### config.mk
export PLATFORM = sky130hd
export DESIGN_NAME = kph_front
export DESIGN_NICKNAME = d
export VERILOG_FILES = /design/src/hw/rtl/kph_pkg.sv /design/src/hw/rtl/kph_front.sv
export SDC_FILE = /design/constraint.sdc
export NUM_CORES = 1
export LEC_CHECK = 0
export ABC_AREA = 1
export BUFFER_PORTS_ARGS = -buffer_cell sky130_fd_sc_hd__buf_2
export CAP_MARGIN = 20
export CORE_MARGIN = 5
export CORE_UTILIZATION = 50
export DETAILED_ROUTE_END_ITERATION = 8
export GPL_ROUTABILITY_DRIVEN = 0
export PLACE_DENSITY_LB_ADDON = 0.08
export SETUP_SLACK_MARGIN = 0.5
export SYNTH_ARGS = -nofsm -noshare
export SYNTH_HDL_FRONTEND = slang
export SYNTH_SLANG_ARGS = --single-unit
export TNS_END_PERCENT = 5
### constraint.sdc
create_clock -name clk -period 1.7 [get_ports clk]
set_input_delay 0.34 -clock clk [delete_from_list [all_inputs] [get_ports clk]]
set_output_delay 0.34 -clock clk [all_outputs]
set_load 0.02 [all_outputs]
### src/hw/rtl/kph_pkg.sv
// kph_pkg: shared types and codes for the k-mer prefix histogram core.
// No dependencies.
package kph_pkg;

	typedef enum logic [1:0] {
		ACT_BASE  = 2'd0,
		ACT_EOS   = 2'd1,
		ACT_READ  = 2'd2,
		ACT_CLEAR = 2'd3
	} act_t;

	localparam logic [2:0] KMER_LENGTH_RST = 3'd7;

	typedef struct packed {
		logic [1:0]  action;
		logic [7:0]  base_char;
		logic [2:0]  read_order;
		logic [13:0] read_index;
	} kph_in_t;

	typedef struct packed {
		logic [31:0] count_value;
		logic        is_saturated;
	} kph_out_t;

	// status from the back part to the front part
	typedef struct packed {
		logic init_clear;
	} kph_back_stat_t;

endpackage

### src/hw/rtl/kph_front.sv
// kph_front: accepts transactions, codes bases, keeps the two windows
// and fill count, and queues commands for the back part. Uses kph_pkg.
module kph_front #(
	parameter int MAX_K = 7
) (
	input  logic                     clk,
	input  logic                     arst_n,
	input  logic [2:0]               kmer_length,
	input  logic                     in_valid,
	output logic                     in_ready,
	input  kph_pkg::kph_in_t         in_data,
	input  kph_pkg::kph_back_stat_t  stat,
	output logic                     cmd_valid,
	input  logic                     cmd_ready,
	output logic [2+((($clog2(MAX_K+1))>3)?($clog2(MAX_K+1)):3)+4*MAX_K-1:0] cmd_data
);
	localparam int WB = 2 * MAX_K;
	localparam int KW = $clog2(MAX_K + 1);
	localparam int OW = (KW > 3) ? KW : 3;

	logic [WB-1:0] fwd_q, rev_q, fwd_n, rev_n, fk, rk, kmask;
	logic [KW-1:0] fill_q, k_eff;
	logic [1:0]    fcode, rcode;
	logic          acc, do_bump;
	kph_pkg::act_t act;

	assign act      = kph_pkg::act_t'(in_data.action);
	assign in_ready = cmd_ready && !stat.init_clear;
	assign acc      = in_valid && in_ready;

	always_comb begin
		if (kmer_length == 3'd0) k_eff = KW'(1);
		else if (int'(kmer_length) > MAX_K) k_eff = KW'(MAX_K);
		else k_eff = KW'(kmer_length);
	end

	always_comb begin
		case (in_data.base_char)
			8'h41, 8'h61: begin fcode = 2'd0; rcode = 2'd3; end
			8'h47, 8'h67: begin fcode = 2'd1; rcode = 2'd2; end
			8'h43, 8'h63: begin fcode = 2'd2; rcode = 2'd1; end
			8'h54, 8'h74: begin fcode = 2'd3; rcode = 2'd0; end
			default:      begin fcode = 2'd0; rcode = 2'd0; end
		endcase
	end

	always_comb begin
		for (int i = 0; i < MAX_K; i++) begin
			kmask[2*i+:2] = (i < int'(k_eff)) ? 2'b11 : 2'b00;
		end
	end

	assign fwd_n   = {fwd_q[WB-3:0], fcode};
	assign rev_n   = {rcode, rev_q[WB-1:2]};
	assign fk      = fwd_n & kmask;
	assign rk      = rev_n >> (2 * (MAX_K - int'(k_eff)));
	assign do_bump = !(fill_q < k_eff);

	always_comb begin
		cmd_valid = 1'b0;
		cmd_data  = {in_data.action, OW'(k_eff), fk, rk};
		case (act)
			kph_pkg::ACT_BASE:  cmd_valid = in_valid && do_bump && !stat.init_clear;
			kph_pkg::ACT_READ: begin
				cmd_valid = in_valid && !stat.init_clear;
				cmd_data  = {in_data.action, OW'(in_data.read_order),
					WB'(in_data.read_index), WB'(0)};
			end
			kph_pkg::ACT_CLEAR: cmd_valid = in_valid && !stat.init_clear;
			default:            cmd_valid = 1'b0;
		endcase
	end

	always_ff @(posedge clk or negedge arst_n) begin
		if (!arst_n) begin
			fwd_q  <= '0;
			rev_q  <= '0;
			fill_q <= KW'(1);
		end else if (acc) begin
			if (act == kph_pkg::ACT_BASE) begin
				fwd_q <= fwd_n;
				rev_q <= rev_n;
				if (!do_bump) fill_q <= fill_q + KW'(1);
			end else if (act == kph_pkg::ACT_EOS) begin
				fwd_q  <= '0;
				rev_q  <= '0;
				fill_q <= KW'(1);
			end
		end
	end
endmodule

==> flow_results.org, run 1 <==
** STA
- Final hold viol count :: 0
- Worst rel slew slack :: 0.587
- Highest achievable clock rate :: 505 MHz
- Setup Total Neg Slack :: -1680 ps
- On the final layout, the worst clock skew is 5.73 ps.
- RSZ-0062 raised after global routing :: true
- Final WS setup :: -280 ps
- Of the available clock period, the critical path in the final layout requires 1.16.
- At the pin with the least slew margin, the transition time is 620 ps.
- Period minus WS final :: 1980 ps
- Fin. max-slew vios :: 0
- Setup violations remaining at the end of the flow were counted as 14.

** Floorplanning
- For this design the top-level I/O count stands at 70.
- Vertical extent of the die :: 72.2 µm
- Die Footprint :: 0.00521 mm²
- Starting Density :: 0.520
- In this run the horizontal extent of the chip is 72.2 µm.
- The core region is 0.00372 mm².
- The floorplan has 22 rows.

** Run status
- Result of the run :: finished, violations left
- Violations in the final reports :: setup timing

** Worst setup path
- In this run the worst path has a maximum fanout of 2.
- Critical path's largest stage delay :: 430 ps
- Required time at the endpoint of the critical path :: 1360 ps
- Highest-delay cell along the critical path :: sky130_fd_sc_hd__dfrtp_1
- STA classifies the critical path startpoint as a flop.
- The worst register-to-register path has a setup slack of 180 ps.
- STA puts the critical path data arrival time at 1640 ps.
- Category of the critical setup timing path :: flop to output pin
- Worst setup EP type :: output pin
- R2r worst-path depth :: 10
- The signal on the critical path passes through ha_4 > nand2_2 > o21bai_4 > nand2_2 > nand2_4 > nor3b_4 > buf_6.
- Capture instance of the worst register-to-register path :: fill_q[2]
- Family with the most delay on the worst path :: flip-flops
- Tracing the worst setup path back leads to its startpoint at fill_q[2].
- Launch instance of the worst register-to-register path :: fill_q[2]
- The most numerous cell type found on the critical path is sky130_fd_sc_hd__nand2_2.
- Counting both buffers and inverters, the worst setup path holds a total of 1.

** Synthesis
- Mapped Nets :: 311
- Yosys mapped the design onto 31 distinct sky130hd cell types.
- In this run, synthesis produced a sequential element count of 27.
- A synthesized cell averages 7.08 µm².
- After synthesis the cells add up to 0.00193 mm².
- Cell count after synthesis :: 273
- Proportion of synthesized chip area in sequential cells :: 0.350
- Main synth FF type :: sky130_fd_sc_hd__dfrtp_1
- In this run, synthesis inferred 0 flip-flops with an integrated enable.
- Yosys printed 0 warnings.
- Proportion of synthesized flip-flops having asynchronous set or reset :: 1.00

** Power and ir drop
- The analysis attributes to cell leakage a power of 0.00156 µW.
- Max VDD drop :: 0.000390 V
- In this run the power density over the cells is 669 mW/mm².

** Place
- Final HPWL from detailed placement :: 4310 µm
- Port-buffer cells :: 68

** Routing
- The first TritonRoute pass finished after 4 iterations.
- Antenna Violating Nets Remaining :: 0
- After detailed routing, the number of remaining DRC violations is 0.
- The routed design has 6480 µm of wire.
- The final route contains 2278 vias.
- Dividing the detail-routed wire length by the instance count gives 15.5 µm.
- Via-per-instance ratio :: 5.46
- Count of routing violations after the opening detailed-route iteration :: 295

** Clock network
- TritonCTS clock tree :: yes
- Maximum clock insertion buffer count :: 2
- CTS buffer count :: 3
- Post-CTS clock slew at the launch and capture registers of the worst setup and hold paths :: 90 ps
- CTS built an H-tree with a depth of 1.
- In this run the clock root is driven by a sky130_fd_sc_hd__clkbuf_8.
- Clock tree sinks :: 27
- Clock latency reported for the late side of the worst-skew pair :: 280 ps
- CTS hold repair buffers :: 0

** Finish
- Of the cells placed in the final design, the portion with a size suffix greater than 1 is 0.493.
- Leaving out fill and tap cells, the most frequent cell in the layout is sky130_fd_sc_hd__inv_1.
- Most frequent cells in the layout :: sky130_fd_sc_hd__inv_1, sky130_fd_sc_hd__nand2_1, sky130_fd_sc_hd__buf_2
- Antenna diode count :: 0
- Fill cells in the final layout number 242.
- Number of nets in the finished design :: 408
- The area growth from synthesis to layout is 59.1%.
- At the end of the flow the core is filled with cells to 0.827.

** Global routing
- Initial antenna violation count :: 0
- Tot GR Track Use :: 0.228
- The via count of the first global-routing pass came to 2163.
- Entering global routing, the biggest net connects 28 pins.
- Global routing finished with a remaining overflow of 0.
- The first global-routing pass estimated 9560 µm of wire.

** Job
- The tool flagged a number of max-cap violations equal to 0.

** Worst hold path
- In this run the worst hold path is classified as primary input to async pin.
Yosys cell counts (2+ instances only):
cell type | n | area [µm²]
sky130_fd_sc_hd__buf_2 | 4 | 20.0
sky130_fd_sc_hd__a21oi_1 | 10 | 50.1
sky130_fd_sc_hd__nand2_2 | 6 | 37.5
sky130_fd_sc_hd__buf_4 | 2 | 15.0
sky130_fd_sc_hd__inv_2 | 5 | 18.8
sky130_fd_sc_hd__o22ai_1 | 23 | 144
sky130_fd_sc_hd__nor2_1 | 21 | 78.8
sky130_fd_sc_hd__inv_1 | 44 | 165
sky130_fd_sc_hd__buf_6 | 4 | 45.0
sky130_fd_sc_hd__nand3_1 | 18 | 90.1
sky130_fd_sc_hd__o21ai_2 | 6 | 52.6
sky130_fd_sc_hd__nor2_2 | 4 | 25.0
sky130_fd_sc_hd__nor2_4 | 3 | 33.8
sky130_fd_sc_hd__nand4_1 | 2 | 12.5
sky130_fd_sc_hd__o31ai_1 | 4 | 30.0
sky130_fd_sc_hd__dfrtp_1 | 26 | 651
sky130_fd_sc_hd__nand2_1 | 57 | 214
sky130_fd_sc_hd__o21ai_0 | 19 | 95.1
sky130_fd_sc_hd__ha_1 | 3 | 37.5
registers in the layout (all words and copies together) (netlist names):
signal  flops
rev_q      12
fwd_q      12
fill_q      3
logic make-up after synthesis:
kind of cell    after synthesis  share of synthesized area
simple gates                117                      0.281
buf+inv                      59                      0.137
xor+xnor                      1                    0.00453
flops                        27                      0.350
compound gates               66                      0.208
fa+ha+maj                     3                     0.0194
layout make-up:
cell class / count / area (µm²) / share of cell area
Tap cell: 48 / 60.1 / 0.0195
Inverter: 49 / 206 / 0.0672
Timing Repair Buffer: 102 / 840 / 0.273
Multi-Input combinational cell: 187 / 1240 / 0.405
Clock buffer: 4 / 45.0 / 0.0147
Sequential cell: 27 / 677 / 0.220
worst max-delay path by stage:
stage / to / slack [ps] / depth (start not counted)
2_1_floorplan: cmd_valid / 3 / 8
3_3_place_gp: cmd_valid / -180 / 9
3_5_place_dp: cmd_valid / -180 / 9
4_1_cts: cmd_valid / -290 / 7
5_1_grt: cmd_valid / -380 / 7
6_report: cmd_valid / -280 / 7
repair_timing:
action / CTS / global route
gates resized for setup: 44 / 86
endpoints found under the setup margin: 35 / 47
setup buffers: 2 / 4
pin swaps: 14 / 25
gates cloned: 0 / 1
metal layers:
layer	global-route usage	vias up	wire, µm	share of wire
li1	-	1086	-	-
met5	0	-	0	0
met1	0.275	1066	2560	0.40
met4	0.0710	0	176	0.027
met3	0.0249	19	416	0.064
met2	0.420	107	3320	0.51
power breakdown:
part	internal [µW]	switching, µW
Combinational	388	488
Clock	168	198
Sequential	751	62.2
stage by stage:
step	setup slack, ps	area, µm²	power (µW)	hold slack, ps	std cells
after floorplan	2.53	2000	1260	44.4	273
after global placement	-181	2530	1490	383	406
after detailed placement	-178	2530	1510	391	406
after CTS	-289	2720	1920	86.9	412
after global routing	-377	3070	2180	122	417
final	-280	3070	2060	73.0	417
(Power assumes the default switching activity.)
==> run 2, diff against run 1 <==
--- a/config.mk
+++ b/config.mk
@@ -12,6 +12,7 @@
 export CORE_UTILIZATION = 50
 export DETAILED_ROUTE_END_ITERATION = 8
 export GPL_ROUTABILITY_DRIVEN = 0
+export HOLD_SLACK_MARGIN = 0.15
 export PLACE_DENSITY_LB_ADDON = 0.08
 export SETUP_SLACK_MARGIN = 0.5
 export SYNTH_ARGS = -nofsm -noshare
==> run 2 against run 1 <==
The flow still finishes with violations (setup timing). Setup slack better by 4.0 ps. Maximum frequency up 0.20%. Critical path type unchanged. Sequential power about the same.
==> flow_results.org, run 2 (synthesized netlist as in run 1, its figures left out) <==
** Floorplanning
- 70 I/O pins were placed.
- The floorplan step defined a core boundary enclosing 0.00372 mm².
- The die covers 0.00521 mm².
- For this configuration, the core starts out at a cell density of 0.520.
- Row generation in the floorplan step produced 22 rows.
- From left edge to right edge, the die measures 72.2 µm.
- Measured along the y axis, the die boundary spans 72.2 µm.

** Clock network
- CTS built an H-tree with a depth of 1.
- Clock latency reported for the late side of the worst-skew pair :: 270 ps
- The number of clock buffers added by TritonCTS is 3.
- Clock tree synthesis found a total of 27 sinks.
- Clock tree synthesis selected as its root buffer the cell sky130_fd_sc_hd__clkbuf_8.
- Maximum clock insertion buffer count :: 2
- TritonCTS built the clock tree.
- Clock-pin slew was measured on the worst setup and hold paths at 90 ps.

** Finish
- Antenna diode count :: 0
- The library cell used most frequently in the layout, excluding fill and tap cells, is sky130_fd_sc_hd__inv_1.
- After the last flow step, the layout net total stands at 409.
- In the final layout, the share of cells above drive strength 1 is 0.492.
- The finished layout holds 418 standard cells, fillers aside.
- Most frequent cells in the layout :: sky130_fd_sc_hd__inv_1, sky130_fd_sc_hd__nand2_1, sky130_fd_sc_hd__buf_2
- Relative to the synthesized area, the layout overhead comes to 59.6%.
- Largest registers :: fwd_q x12, rev_q x12, fill_q x3

** Routing
- In the routed design, unresolved DRC markers number 0.
- Sum of routed wire length over all layers :: 6470 µm
- After detailed routing, the average wire length per cell comes to 15.5 µm.
- In the routed layout, each cell is associated on average with a via count of 5.48.
- The count of nets left with antenna violations once routing finished came out at 0.
- The detailed router placed 2292 vias in this run.
- The pre-antenna-repair detailed-routing pass consisted of 4 iterations.
- The first routing iteration left 274 violations.

** Place
- The HPWL after detailed placement is 4310 µm.
- Dpl cells :: 406
- OpenSTA, run right after detailed placement, puts the worst setup slack at -178 ps.
- Port-buffer cells :: 68

** Worst setup path
- Critical path data arrival time :: 1640 ps
- Launch instance of the worst register-to-register path :: fill_q[2]
- Worst setup EP type :: output pin
- Category of the critical setup timing path :: flop to output pin
- For flop-to-flop paths, the worst setup slack is 180 ps.
- Traced cell by cell, the critical path runs through ha_4 > nand2_2 > o21bai_4 > nand2_2 > nand2_4 > nor3b_4 > buf_6.
- STA classifies the critical path startpoint as a flop.
- The endpoint identified for the worst register-to-register timing path is fill_q[2].
- The largest single stage delay on the critical path is 430 ps.
- R2r worst-path depth :: 10
- In this design, the critical path's most frequently occurring cell is sky130_fd_sc_hd__nand2_2.
- End of the critical path :: cmd_valid
- Highest-delay cell along the critical path :: sky130_fd_sc_hd__dfrtp_1
- Tracing the worst setup path back leads to its startpoint at fill_q[2].
- In this run the worst path has a maximum fanout of 2.
- For the worst setup path, the data required time is 1360 ps.

** STA
- For the pin with the worst max-slew slack, the measured transition is 622 ps.
- Post-route fraction of the period consumed by the critical path :: 1.16
- Setup violations remaining at the end of the flow were counted as 14.
- Setup repair after global routing could not meet its margin everywhere.
- Clock skew on the completed layout was measured at 6.41 ps.
- The smallest clock period supported by the final layout is computed as 1980 ps.
- Final WS setup :: -276 ps
- Highest achievable clock rate :: 506 MHz
- The max-slew violation total from the final report was 0.
- Final hold viol count :: 0
- Worst rel slew slack :: 0.585

** Power and ir drop
- The analysis attributes to cell leakage a power of 0.00156 µW.
- VDD sags by at most 0.000391 V.
- Final Power :: 2050 µW
- PD cells :: 666 mW/mm²

** Run status
- Violations in the final reports :: setup timing
- Result of the run :: finished, violations left

** Global routing
- Vias in the first global route :: 2172
- Pin count of the biggest net entering global routing :: 28
- The number of antenna violations at the first check in global routing is 0.
- Tot GR Track Use :: 0.229
- Summed over all layers, the global routing overflow is 0.
- The first global-routing pass estimated 9590 µm of wire.

** Job
- Number of max-cap violations :: 0

** Worst hold path
- The worst hold path belongs to the class primary input to flop.
run 2: cell types whose count changed in the layout (fill, tap and decap cells not counted), sizes merged:
cell,delta
dlygate4sd3,+1
run 2: final cells by class:
cell class	instances	area (µm²)
multi-input cells	187	1240
inverters	49	206
clock buffers	4	45.0
fillers	238	633
repair buffers	103	850
flip-flops and latches	27	677
well taps	48	60.1
run 2: repair_timing:
action / CTS / global route
hold buffers: 1 / 0
pin swaps: 14 / 25
resized for setup: 44 / 86
hold endpoints to repair: 26 / 0
endpoints found under the setup margin: 35 / 47
gates cloned: 0 / 1
buffers inserted: 2 / 4
run 2: stage by stage:
stage,hold slack (ps),instance area [µm²],setup TNS (ps),utilization
2_1_floorplan,44.4,2000,0,-
3_3_place_gp,383,2530,-1420,0.682
3_5_place_dp,391,2530,-1510,0.682
4_1_cts,417,2730,-1420,0.734
5_1_grt,435,3080,-2610,0.830
6_report,398,3080,-1650,0.830
run 2: critical path, delay by kind of cell (launching register included):
kind,cells,cell delay [ps]
flip-flops,1,430
AO/OA/AOI/OAI,1,160
AND/OR/NAND/NOR,4,350
buffers and inverters,1,140
adder cells (fa/ha/maj),1,290
run 2: worst min-delay path by stage:
| stage | startpoint | end | slack [ps] | cells after the start |
|---|---|---|---|---|
| floorplan | arst_n | fill_q[1] | 40 | 0 |
| global placement | arst_n | fwd_q[10] | 380 | 1 |
| detailed placement | arst_n | fwd_q[10] | 390 | 1 |
| CTS | in_data[25] | fill_q[0] | 420 | 5 |
| global route | in_data[25] | fill_q[0] | 430 | 5 |
| finish | in_data[25] | fill_q[0] | 400 | 5 |
run 2: layer usage:
metal  wire (µm)  global-route usage
met1        2470               0.275
met2        3330               0.422
met3         484              0.0249
met4         183              0.0710
met5           0                   0
run 2: power by group:
group          internal, µW  leakage (µW)  switching (µW)  total (µW)
Sequential              751      0.000358            62.3         813
Clock                   168     0.0000228             194         362
Combinational           389       0.00118             488         878
