$ cat config.mk
export PLATFORM = sky130hd
export DESIGN_NAME = kph_fifo
export DESIGN_NICKNAME = d
export VERILOG_FILES = /design/src/hw/rtl/kph_fifo.sv
export SDC_FILE = /design/constraint.sdc
export NUM_CORES = 1
export LEC_CHECK = 0
export BUFFER_PORTS_ARGS = -buffer_cell sky130_fd_sc_hd__buf_2
export CAP_MARGIN = 20
export CORE_MARGIN = 2
export CORE_UTILIZATION = 52
export CTS_BUF_LIST = sky130_fd_sc_hd__clkbuf_16
export DETAILED_ROUTE_END_ITERATION = 10
export PLACE_DENSITY = 0.87
export SYNTH_ARGS = -nofsm -noshare
export SYNTH_HDL_FRONTEND = slang
export SYNTH_SLANG_ARGS = --single-unit
$ cat constraint.sdc
create_clock -name clk -period 3.31 [get_ports clk]
set_input_delay 0.1655 -clock clk [delete_from_list [all_inputs] [get_ports clk]]
set_output_delay 0.1655 -clock clk [all_outputs]
set_load 0.02 [all_outputs]
$ cat src/hw/rtl/kph_fifo.sv
// kph_fifo: two-entry command queue between front and back parts.
// No dependencies.
module kph_fifo #(
	parameter int W = 8
) (
	input  logic         clk,
	input  logic         arst_n,
	input  logic         wr_valid,
	output logic         wr_ready,
	input  logic [W-1:0] wr_data,
	output logic         rd_valid,
	input  logic         rd_en,
	output logic [W-1:0] rd_data
);
	logic [W-1:0] ent_q [2];
	logic         wp_q, rp_q;
	logic [1:0]   cnt_q;
	logic         push, pop;

	assign wr_ready = (cnt_q != 2'd2);
	assign rd_valid = (cnt_q != 2'd0);
	assign rd_data  = ent_q[rp_q];
	assign push     = wr_valid && wr_ready;
	assign pop      = rd_en && rd_valid;

	always_ff @(posedge clk) begin
		if (push) begin
			ent_q[wp_q] <= wr_data;
		end
	end

	always_ff @(posedge clk or negedge arst_n) begin
		if (!arst_n) begin
			wp_q  <= 1'b0;
			rp_q  <= 1'b0;
			cnt_q <= 2'd0;
		end else begin
			if (push) wp_q <= ~wp_q;
			if (pop) rp_q <= ~rp_q;
			cnt_q <= cnt_q + 2'(push) - 2'(pop);
		end
	end
endmodule

==> summary.txt, run 1 <==
Outcome
  – Status: completed

Clock network
  – Total CTS buffers: 3
  – CTS tree: built
  – Clk sinks: 20
  – Htree depth: 1
  – Root Driver: clkbuf_16
  – Clk_lat worst skew: approximately 0.25 ns
  – Clk pin slew, worst setup/hold paths: 0.05 ns
  – CTS Buffer Depth: 2

Placement
  – Final Wtd Congestion: 0.723
  – Post-DP HPWL: between 900 and 1000 µm
  – Input/output buffers: 21
  – Pre-CTS setup slack: 1.62 ns

Timing
  – Worst-Margin Slew: approximately 0.66 ns
  – Pins Over Slew Limit: 0
  – Final Setup Violations: 0
  – Hold Fails Final Rpt: 0
  – Fmax: slightly below 0.6 GHz
  – RSZ-0062 raised after global routing: no
  – Slew HR: 55.5%
  – Sum Neg Setup Slack: 0 ns
  – Final worst path period share: around half
  – Worst Clk Skew: 0.00333 ns
  – PnR worst setup slack: roughly 1.6 ns
  – Minimum clock period: 1.70 ns

Setup path
  – FF-to-FF End: cnt_q[1]
  – Setup crit end kind: flip-flop
  – Crit path kind: reg2reg
  – Cells on worst reg2reg path: 7
  – R2R Setup Slk: 1.61 ns
  – Peak fanout along the critical path: 3
  – Crit path DAT: between 1.5 and 2 ns
  – Critical path launch point type: flip-flop
  – Worst r2r src: cnt_q[1]
  – CP required: about 3.5 ns

Final layout
  – Antenna cells: 0
  – Share of cells above drive strength 1: a little under two fifths
  – Fillers: between 80 and 90
  – Syn-to-layout area delta: 26.8%
  – Nets: 82

Detailed routing
  – Drt first pass iters: 4
  – 1st-iter DRT viols: 12
  – DR vias: about 430
  – Final wirelength: approximately 1300 µm
  – Post-DR wirelength/cell: 16.0 µm
  – Via density: ~5.2
  – DRT antenna net count: 0
  – DRC Markers: 0

Floorplan
  – I/O pins: 22
  – Die Footprint: 0.00181 mm²
  – Die span in x: ~43 µm
  – Rows: 13
  – Initial Util: between 50% and 60%
  – Die Span Y: about 43 µm
  – CORE AREA: roughly 0.0014 mm²

Synth
  – Leading area contributor after synthesis: edfxtp_1
  – Synth unique cells: 14
  – Post-synth net total: 56
  – EDFF count, synth: 16
  – Most frequent cell after synthesis: edfxtp_1
  – Share of the yosys chip area belonging to registers: around three quarters
  – Synthesized area: approximately 770 µm²
  – Ys flop type: edfxtp_1
  – Synth Instances: 42
  – Main area contributors after synthesis: edfxtp_1 62%, dfrtp_1 13%, mux2_1 12%
  – Syn_area_per_cell: between 15 and 20 µm²
  – Yosys warns: 0
  – Synth top area share: a little over 60%
  – Share of synthesized flip-flops with an asynchronous set or reset: 20.0%
  – Commonest cells in the netlist: 16 x edfxtp_1, 8 x mux2_1, 4 x dfrtp_1
  – Yosys reg bits: 20

GRT
  – Initial antenna violation count: 0
  – Vias in the first global route: a little under 500
  – Grt ovf: 0
  – First-pass GRT wire length: 2240 µm
  – Overall routing resource usage: about 18%
  – Largest net degree at the start of global routing: 12

Pwr
  – Power per cell area: ~960 mW/mm²
  – VDD IR-drop max: 0.522 mV
  – Lkg Pwr: 0.402 nW

Worst hold path
  – WHS Endpoint: ent_q[0][1]
  – Tightest Hold Check Type: in2reg
  – Hold Path Origin: wr_data[1]
  – Hold path cells: 1

Flow run
  – Max_cap viols: 0
-- layout by cell type (no fill, tap or decap) --
cell type and instances:
inv_1 1, nand2_1 1, xnor2_1 3, dfrtp_1 4, edfxtp_1 16, clkbuf_16 3, ha_1 2, dlygate4sd3_1 1
or2_1 1, mux2_1 8, clkinv_1 1, buf_2 21, nor2_1 1, nand2b_1 1, xor2_1 1, and2_4 1
and3_1 1
-- final cells by class --
cell class / instances / area, µm² / share of cell area (%)
clock buffer: 3 / 75.1 / 7.64
clock inverter: 1 / 3.75 / 0.382
inverter: 1 / 3.75 / 0.382
multi-input combinational: 20 / 185 / 18.9
sequential: 20 / 581 / 59.1
tap: 15 / 18.8 / 1.91
timing repair buffer: 22 / 115 / 11.7
-- worst max-delay path by stage --
| stage | depth (start not counted) | endpoint | slack [ns] | from |
|---|---|---|---|---|
| 4_1_cts | 7 | cnt_q[1] | 1.60 | cnt_q[1] |
| 2_1_floorplan | 7 | cnt_q[1] | 1.59 | cnt_q[1] |
| 3_3_place_gp | 7 | cnt_q[1] | 1.66 | cnt_q[1] |
| 6_report | 7 | cnt_q[1] | 1.61 | cnt_q[1] |
| 3_5_place_dp | 7 | cnt_q[1] | 1.62 | cnt_q[1] |
| 5_1_grt | 7 | cnt_q[1] | 1.52 | cnt_q[1] |
-- cell families after synthesis --
kind of cell,Yosys count,share of synthesized area [%]
buffers and inverters,2,1.13
AND/OR/NAND/NOR,6,4.52
adder cells (fa/ha/maj),2,3.23
multiplexers,8,11.6
XOR/XNOR,4,4.52
flip-flops,20,75.0
-- timing repair --
item | 4_1_cts | 5_1_grt
endpoints found under the hold margin | 4 | 0
gates resized for setup | 0 | 0
setup buffers | 0 | 0
hold buffers | 1 | 0
-- worst max-delay path, cell delays in order, from the launching register on --
cell and delay, ns:
dfrtp_1 0.40, or2_1 0.25, and2_4 0.17, ha_1 0.28, inv_1 0.04, ha_1 0.18, xnor2_1 0.16, xnor2_1 0.14
-- metal layers --
layer	share of wire [%]	GRT usage, %
met4	1.4	7.50
met5	0	0
met2	56	32.0
met1	37	18.8
met3	5.0	5.17
-- state kept, by name (all words and copies together), names as in the netlist --
signal  cells
wp_q        1
ent_q      16
cnt_q       2
rp_q        1
-- report_power, final --
group / internal, mW / switching [mW]
clock network: 0.161 / 0.0837
logic: 0.127 / 0.171
registers: 0.353 / 0.0471
total: 0.641 / 0.302
-- per-stage QoR --
stage | util (%) | total power [mW] | hold WS (ns) | cell area (µm²) | std cells
global route | 72.8 | 0.994 | 0.104 | 982 | 82
detailed placement | 66.2 | 0.709 | -0.0200 | 893 | 77
global placement | 66.2 | 0.689 | -0.0213 | 893 | 77
CTS | 72.8 | 0.953 | 0.103 | 982 | 82
floorplan | - | 0.611 | -0.130 | 774 | 42
finish | 72.8 | 0.942 | 0.104 | 982 | 82
Note: power is estimated with default switching activity, not from simulation.
==> inputs of run 2 (changes only) <==
Settings changed: CORE_UTILIZATION 52 to 44, PLACE_DENSITY 0.87 to 0.79.
Clock period 3.31 ns to 1.4 ns, I/O delays scaled along.
==> run 2 against run 1 <==
The flow now finishes with violations (negative setup slack); setup slack got worse by 1.8 ns; worst hold slack worse by 0.094 ns; clock skew fell by 0.0011 ns; combinational power rose to 3.5 times the previous value; critical path depth stayed put; largest cell class unchanged; largest power group is now combinational logic.
==> summary.txt, run 2 (synthesized netlist as in run 1, its figures left out) <==
Setup path
  – Most frequent CP cell: ha_4
  – Crit path DAT: 1.72 ns (-0.15 ns)
  – CP required: 1.53 ns (-1.95 ns)
  – Critical-path cell list: or2_4 -> and2_4 -> ha_4 -> inv_2 -> ha_4 -> xnor2_2 -> xnor2_1
  – R2R Setup Slk: -0.19 ns (-1.80 ns)
  – Crit path kind: reg2reg
  – Crit-path slowest cell: dfrtp_1
  – Critical path launch point type: flip-flop
  – Buffers and inverters on the worst path: 1 (unchanged)
  – Setup crit end kind: flip-flop
  – CP delay by family, top: simple AND/OR/NAND/NOR gates
  – Cells on worst reg2reg path: 7 (unchanged)
  – FF-to-FF End: cnt_q[1]
  – Largest stage delay, worst path: 0.38 ns (-0.02 ns)
  – Worst r2r src: cnt_q[1]
  – Peak fanout along the critical path: 2 (-1)

Detailed routing
  – Via density: 4.88 (-6.7%)
  – DR vias: 454 (+5.8%)
  – DRC Markers: 0 (unchanged)
  – DRT antenna net count: 0 (unchanged)
  – Final wirelength: 1300 µm (-0.91%)
  – Post-DR wirelength/cell: 14.0 µm (-13%)
  – Drt first pass iters: 3 (-1)
  – 1st-iter DRT viols: 10 (-2)

Timing
  – Slew HR: 84.9% (+29 points)
  – Final Setup Violations: 1 (+1)
  – Final worst path period share: 114% (+62 points)
  – Hold Fails Final Rpt: 0 (unchanged)
  – Worst-Margin Slew: 0.227 ns (-0.438 ns)
  – Minimum clock period: 1.59 ns (-0.111 ns)
  – WHS: 0.0102 ns (-0.0939 ns)
  – Pins Over Slew Limit: 0 (unchanged)
  – Worst Clk Skew: 0.00220 ns (-0.00113 ns)
  – PnR worst setup slack: -0.190 ns (-1.80 ns)
  – Sum Neg Setup Slack: -0.190 ns (-0.190 ns)
  – RSZ-0062 raised after global routing: yes
  – Fmax: 0.629 GHz (+7.0%)

Pwr
  – Comb pwr share: 37.9% (+6.3 points)
  – Clock Power Share: 27.5% (+1.6 points)
  – Psw: 0.812 mW (+170%)
  – Reg power frac: 34.6% (-7.9 points)
  – Sw frac: 29.5% (-2.5 points)
  – Power per cell area: 2410 mW/mm² (+150%)
  – Lkg Pwr: 0.471 nW (+17%)
  – VDD IR-drop max: 1.38 mV (+160%)
  – Pint: 1.94 mW (+200%)

Final layout
  – Syn-to-layout area delta: 47.8%
  – Area of the multi-input gates: 243 µm² (+31%)
  – Commonest non-fill, non-tap cell in the layout: buf_2
  – Most frequent cells in the layout: 21 x buf_2, 16 x edfxtp_1, 8 x mux2_1, 7 x buf_4
  – Final instance area: 0.00114 mm² (+17%)
  – Antenna cells: 0 (unchanged)
  – Nets: 91 (+11%)
  – Register Area: 582 µm² (+0.22%)
  – Fillers: 124 (+43%)
  – Largest reg by FF count: ent_q
  – Final core occ: 67.8% (-5.0 points)
  – Number of flip-flops in the largest register: 16 (unchanged)
  – Largest regs: ent_q (16), cnt_q (2)
  – Share of cells above drive strength 1: 59.2% (+22 points)

Placement
  – Pre-CTS setup slack: -0.222 ns (-1.85 ns)
  – Input/output buffers: 21 (unchanged)
  – Post-DP HPWL: 902 µm (-8.4%)
  – Final Wtd Congestion: 0.650 (-10%)
  – Post-DP Area: 986 µm² (+10%)

Floorplan
  – I/O pins: 22 (unchanged)
  – Die Footprint: 0.00211 mm² (+16%)
  – CORE AREA: 0.00169 mm² (+25%)
  – Rows: 15 (+2)
  – Die span in x: 46.0 µm (+7.9%)
  – Die Span Y: 46.0 µm (+7.9%)
  – Initial Util: 45.9% (-12 points)

GRT
  – Vias in the first global route: 414 (-15%)
  – Overall routing resource usage: 13.1% (-4.6 points)
  – Largest net degree at the start of global routing: 13 (+1)
  – Initial antenna violation count: 0 (unchanged)
  – Grt ovf: 0 (unchanged)
  – First-pass GRT wire length: 1820 µm (-19%)

Outcome
  – Status: complete, but fails checks
  – Failing checks: negative setup slack

Clock network
  – Total CTS buffers: 3 (unchanged)
  – Root Driver: clkbuf_16
  – CTS tree: built
  – Clk pin slew, worst setup/hold paths: 0.05 ns (about the same)
  – CTS Buffer Depth: 2 (unchanged)
  – Clk sinks: 20 (unchanged)
  – Htree depth: 1 (unchanged)
  – Clk_lat worst skew: 0.25 ns (about the same)

Worst hold path
  – WHS Endpoint: ent_q[1][7]
  – Hold path cells: 1 (unchanged)
  – Hold Path Origin: wr_data[7]
  – Tightest Hold Check Type: in2reg

Flow run
  – Max_cap viols: 0 (unchanged)
==> run 2: layout make-up <==
| cell class | instances | area share [%] |
|---|---|---|
| Clock buffer | 3 | 6.56 |
| Clock inverter | 1 | 2.62 |
| Inverter | 1 | 0.328 |
| Multi-Input combinational cell | 20 | 21.2 |
| Sequential cell | 20 | 50.8 |
| Tap cell | 17 | 1.86 |
| Timing Repair Buffer | 31 | 16.6 |
==> run 2: per-stage QoR <==
| step | total power [mW] | std cells |
|---|---|---|
| 2_1_floorplan | 1.50 | 42 |
| 3_3_place_gp | 1.82 | 88 |
| 3_5_place_dp | 1.87 | 88 |
| 4_1_cts | 2.74 | 93 |
| 5_1_grt | 2.89 | 93 |
| 6_report | 2.75 | 93 |
==> run 2: worst max path at each step <==
stage,from,end,cells past startpoint
CTS,cnt_q[1],cnt_q[1],7
floorplan,cnt_q[0],cnt_q[1],7
global placement,cnt_q[0],cnt_q[1],7
global route,cnt_q[1],cnt_q[1],7
detailed placement,cnt_q[0],cnt_q[1],7
finish,cnt_q[1],cnt_q[1],7
==> run 2: power groups by stage <==
| stage | clock network [mW] | registers [mW] | logic, mW |
|---|---|---|---|
| 2_1_floorplan | 0 | 0.892 | 0.605 |
| 3_3_place_gp | 0 | 0.942 | 0.877 |
| 3_5_place_dp | 0 | 0.950 | 0.921 |
| 4_1_cts | 0.768 | 0.946 | 1.02 |
| 5_1_grt | 0.789 | 0.974 | 1.13 |
| 6_report | 0.757 | 0.953 | 1.04 |
==> run 2: timing repair <==
| action | CTS | global route |
|---|---|---|
| pin swaps | 3 | 0 |
| setup buffers | 0 | 0 |
| hold buffers | 1 | 0 |
| resized for setup | 5 | 3 |
| setup endpoints to repair | 23 | 18 |
| endpoints found under the hold margin | 4 | 0 |
==> run 2: layer usage <==
layer  vias up  share of wire (%)  GRT usage (%)
met2        12                 55           20.6
li1        221                  -              -
met1       221                 41           15.2
met5         -                  0              0
met4         0                  0           8.57
met3         0                4.5           3.97
==> inputs of run 3 (changes only) <==
Settings changed: SETUP_SLACK_MARGIN set to 0.15.
==> run 3 against run 2 <==
The run still ends with negative setup slack left; clock-buffer cell count is the same; setup slack improved by 0.022 ns; clock skew is 0.0010 ns lower; first-iteration DRC count increased by 50%; sequential share of layout area is 3.0 points lower; clock power about the same; fmax is 1.4% higher; global-route usage decreased by 0.31 points; design area grew 6.3%; die area stayed put; largest cell class unchanged; largest power group unchanged; highest routed layer is now met4.
==> summary.txt, run 3 (synthesized netlist as in run 1, its figures left out) <==
Timing
  – Worst Clk Skew: 0.00117 ns (-0.00103 ns)
  – Fmax: 0.638 GHz (+1.4%)
  – Worst-Margin Slew: 0.260 ns (+0.0326 ns)
  – Slew HR: 82.7% (-2.2 points)
  – Minimum clock period: 1.57 ns (-0.0219 ns)
  – PnR worst setup slack: -0.168 ns (+0.0219 ns)
  – RSZ-0062 raised after global routing: yes
  – Hold Fails Final Rpt: 0 (unchanged)
  – Sum Neg Setup Slack: -0.168 ns (+0.0219 ns)
  – Final worst path period share: 112% (-1.6 points)
  – Final Setup Violations: 1 (unchanged)
  – Pins Over Slew Limit: 0 (unchanged)

Final layout
  – Largest reg by FF count: ent_q
  – Most frequent cells in the layout: 16 x edfxtp_1, 13 x buf_2, 10 x buf_6, 8 x mux2_4, 6 x buf_4
  – Final core occ: 72.1% (+4.3 points)
  – Register Area: 582 µm² (unchanged)
  – Antenna cells: 0 (unchanged)
  – Number of flip-flops in the largest register: 16 (unchanged)
  – Commonest non-fill, non-tap cell in the layout: edfxtp_1
  – Nets: 90 (-1.1%)
  – Fillers: 114 (-8.1%)
  – Share of cells above drive strength 1: 69.3% (+10 points)
  – Area of the multi-input gates: 273 µm² (+12%)
  – Syn-to-layout area delta: 57.2%
  – Largest regs: ent_q (16), cnt_q (2)
  – Final instance area: 0.00122 mm² (+6.3%)

GRT
  – Vias in the first global route: 457 (+10%)
  – Overall routing resource usage: 12.8% (-0.31 points)
  – First-pass GRT wire length: 1740 µm (-4.6%)
  – Grt ovf: 0 (unchanged)
  – Largest net degree at the start of global routing: 13 (unchanged)
  – Initial antenna violation count: 0 (unchanged)

Clock network
  – Htree depth: 1 (unchanged)
  – CTS Buffer Depth: 2 (unchanged)
  – Clk_lat worst skew: 0.24 ns (about the same)
  – CTS tree: built
  – Clk sinks: 20 (unchanged)
  – Root Driver: clkbuf_16
  – Total CTS buffers: 3 (unchanged)
  – Clk pin slew, worst setup/hold paths: 0.05 ns (about the same)

Pwr
  – Total power: 3.03 mW (+10%)
  – Power per cell area: 2490 mW/mm² (+3.4%)
  – VDD IR-drop max: 1.59 mV (+15%)
  – Lkg Pwr: 0.515 nW (+9.4%)

Detailed routing
  – DRT antenna net count: 0 (unchanged)
  – Final wirelength: 1440 µm (+11%)
  – Post-DR wirelength/cell: 15.6 µm (+12%)
  – Met1 wire length: 524 µm (-0.95%)
  – WL met2: 816 µm (+14%)
  – DRC Markers: 0 (unchanged)
  – Max Used Layer: met4
  – DR vias: 463 (+2.0%)
  – Drt first pass iters: 3 (unchanged)
  – Via density: 5.03 (+3.1%)
  – DR WL met3: 76 µm (+29%)
  – 1st-iter DRT viols: 15 (+5)

Setup path
  – CP required: 1.53 ns (about the same)
  – Setup crit end kind: flip-flop
  – Crit path kind: reg2reg
  – Critical path launch point type: flip-flop
  – Crit path DAT: 1.70 ns (-0.02 ns)
  – Peak fanout along the critical path: 2 (unchanged)

Placement
  – Post-DP HPWL: 865 µm (-4.1%)
  – Final Wtd Congestion: 0.647 (-0.52%)
  – Input/output buffers: 21 (unchanged)
  – Post-DP Area: 955 µm² (-3.2%)

Floorplan
  – Rows: 15 (unchanged)
  – CORE AREA: 0.00169 mm² (unchanged)
  – I/O pins: 22 (unchanged)
  – Die Span Y: 46.0 µm (unchanged)
  – Die Footprint: 0.00211 mm² (unchanged)
  – Die span in x: 46.0 µm (unchanged)
  – Initial Util: 45.9% (unchanged)

Outcome
  – Failing checks: negative setup slack
  – Status: complete, but fails checks

Worst hold path
  – Tightest Hold Check Type: in2reg

Flow run
  – Max_cap viols: 0 (unchanged)
==> run 3: changes by cell type in the layout (fill, tap and decap cells not counted) <==
| cell | before | now |
|---|---|---|
| buf_2 | 21 | 13 |
| buf_4 | 7 | 6 |
| buf_6 | 2 | 10 |
| mux2_1 | 8 | 0 |
| mux2_4 | 0 | 8 |
==> run 3: critical path, stage by stage, from the launching register on <==
cell,delay [ns]
dfrtp_1,0.39
or2_4,0.24
and2_4,0.15
ha_4,0.25
inv_2,0.03
ha_4,0.15
xnor2_2,0.12
xnor2_1,0.12
==> run 3: final timing paths <==
kind	start	endpoint	slack (ns)	cells after the start
max	cnt_q[1]	cnt_q[1]	-0.17	7
min	wr_data[1]	ent_q[0][1]	0.01	1
max reg2reg	cnt_q[1]	cnt_q[1]	-0.17	7
min reg2reg	wp_q	wp_q	0.55	1
max in group asynchronous	arst_n	rp_q	1.10	2
min in group asynchronous	arst_n	wp_q	0.16	2
==> run 3: power breakdown <==
| group | internal [mW] | total, mW | switching (mW) | leakage (nW) |
|---|---|---|---|---|
| sequential | 0.838 | 0.922 | 0.0840 | 0.194 |
| combinational | 0.755 | 1.35 | 0.594 | 0.270 |
| clock | 0.566 | 0.759 | 0.193 | 0.0511 |
| total | 2.16 | 3.03 | 0.870 | 0.515 |
==> run 3: timing repair <==
item | 4_1_cts | 5_1_grt
buffers inserted | 1 | 3
setup endpoints to repair | 26 | 26
gates cloned | 0 | 0
gates resized for setup | 3 | 31
pin swaps | 0 | 1
hold buffers | 1 | 0
hold endpoints to repair | 4 | 0
==> run 3: layer usage <==
metal  GRT usage, %  up-vias
met4           8.57        0
met2           21.4       14
met3           5.56        2
li1               -      220
met5              0        -
met1           12.5      227
==> run 3: final cells by class <==
| class | count | area share [%] |
|---|---|---|
| repair buffers | 30 | 19.1 |
| clock inverters | 1 | 2.47 |
| multi-input cells | 20 | 22.4 |
| inverters | 1 | 0.308 |
| clock buffers | 3 | 6.17 |
| well taps | 17 | 1.75 |
| flip-flops and latches | 20 | 47.8 |
==> run 3: through the flow <==
stage	hold WS (ns)	std cells	setup WS (ns)
floorplan	-0.226	42	-0.212
global placement	-0.119	83	-0.172
detailed placement	-0.117	83	-0.205
CTS	0.00954	89	-0.168
global route	0.00902	92	-0.212
finish	0.0104	92	-0.168
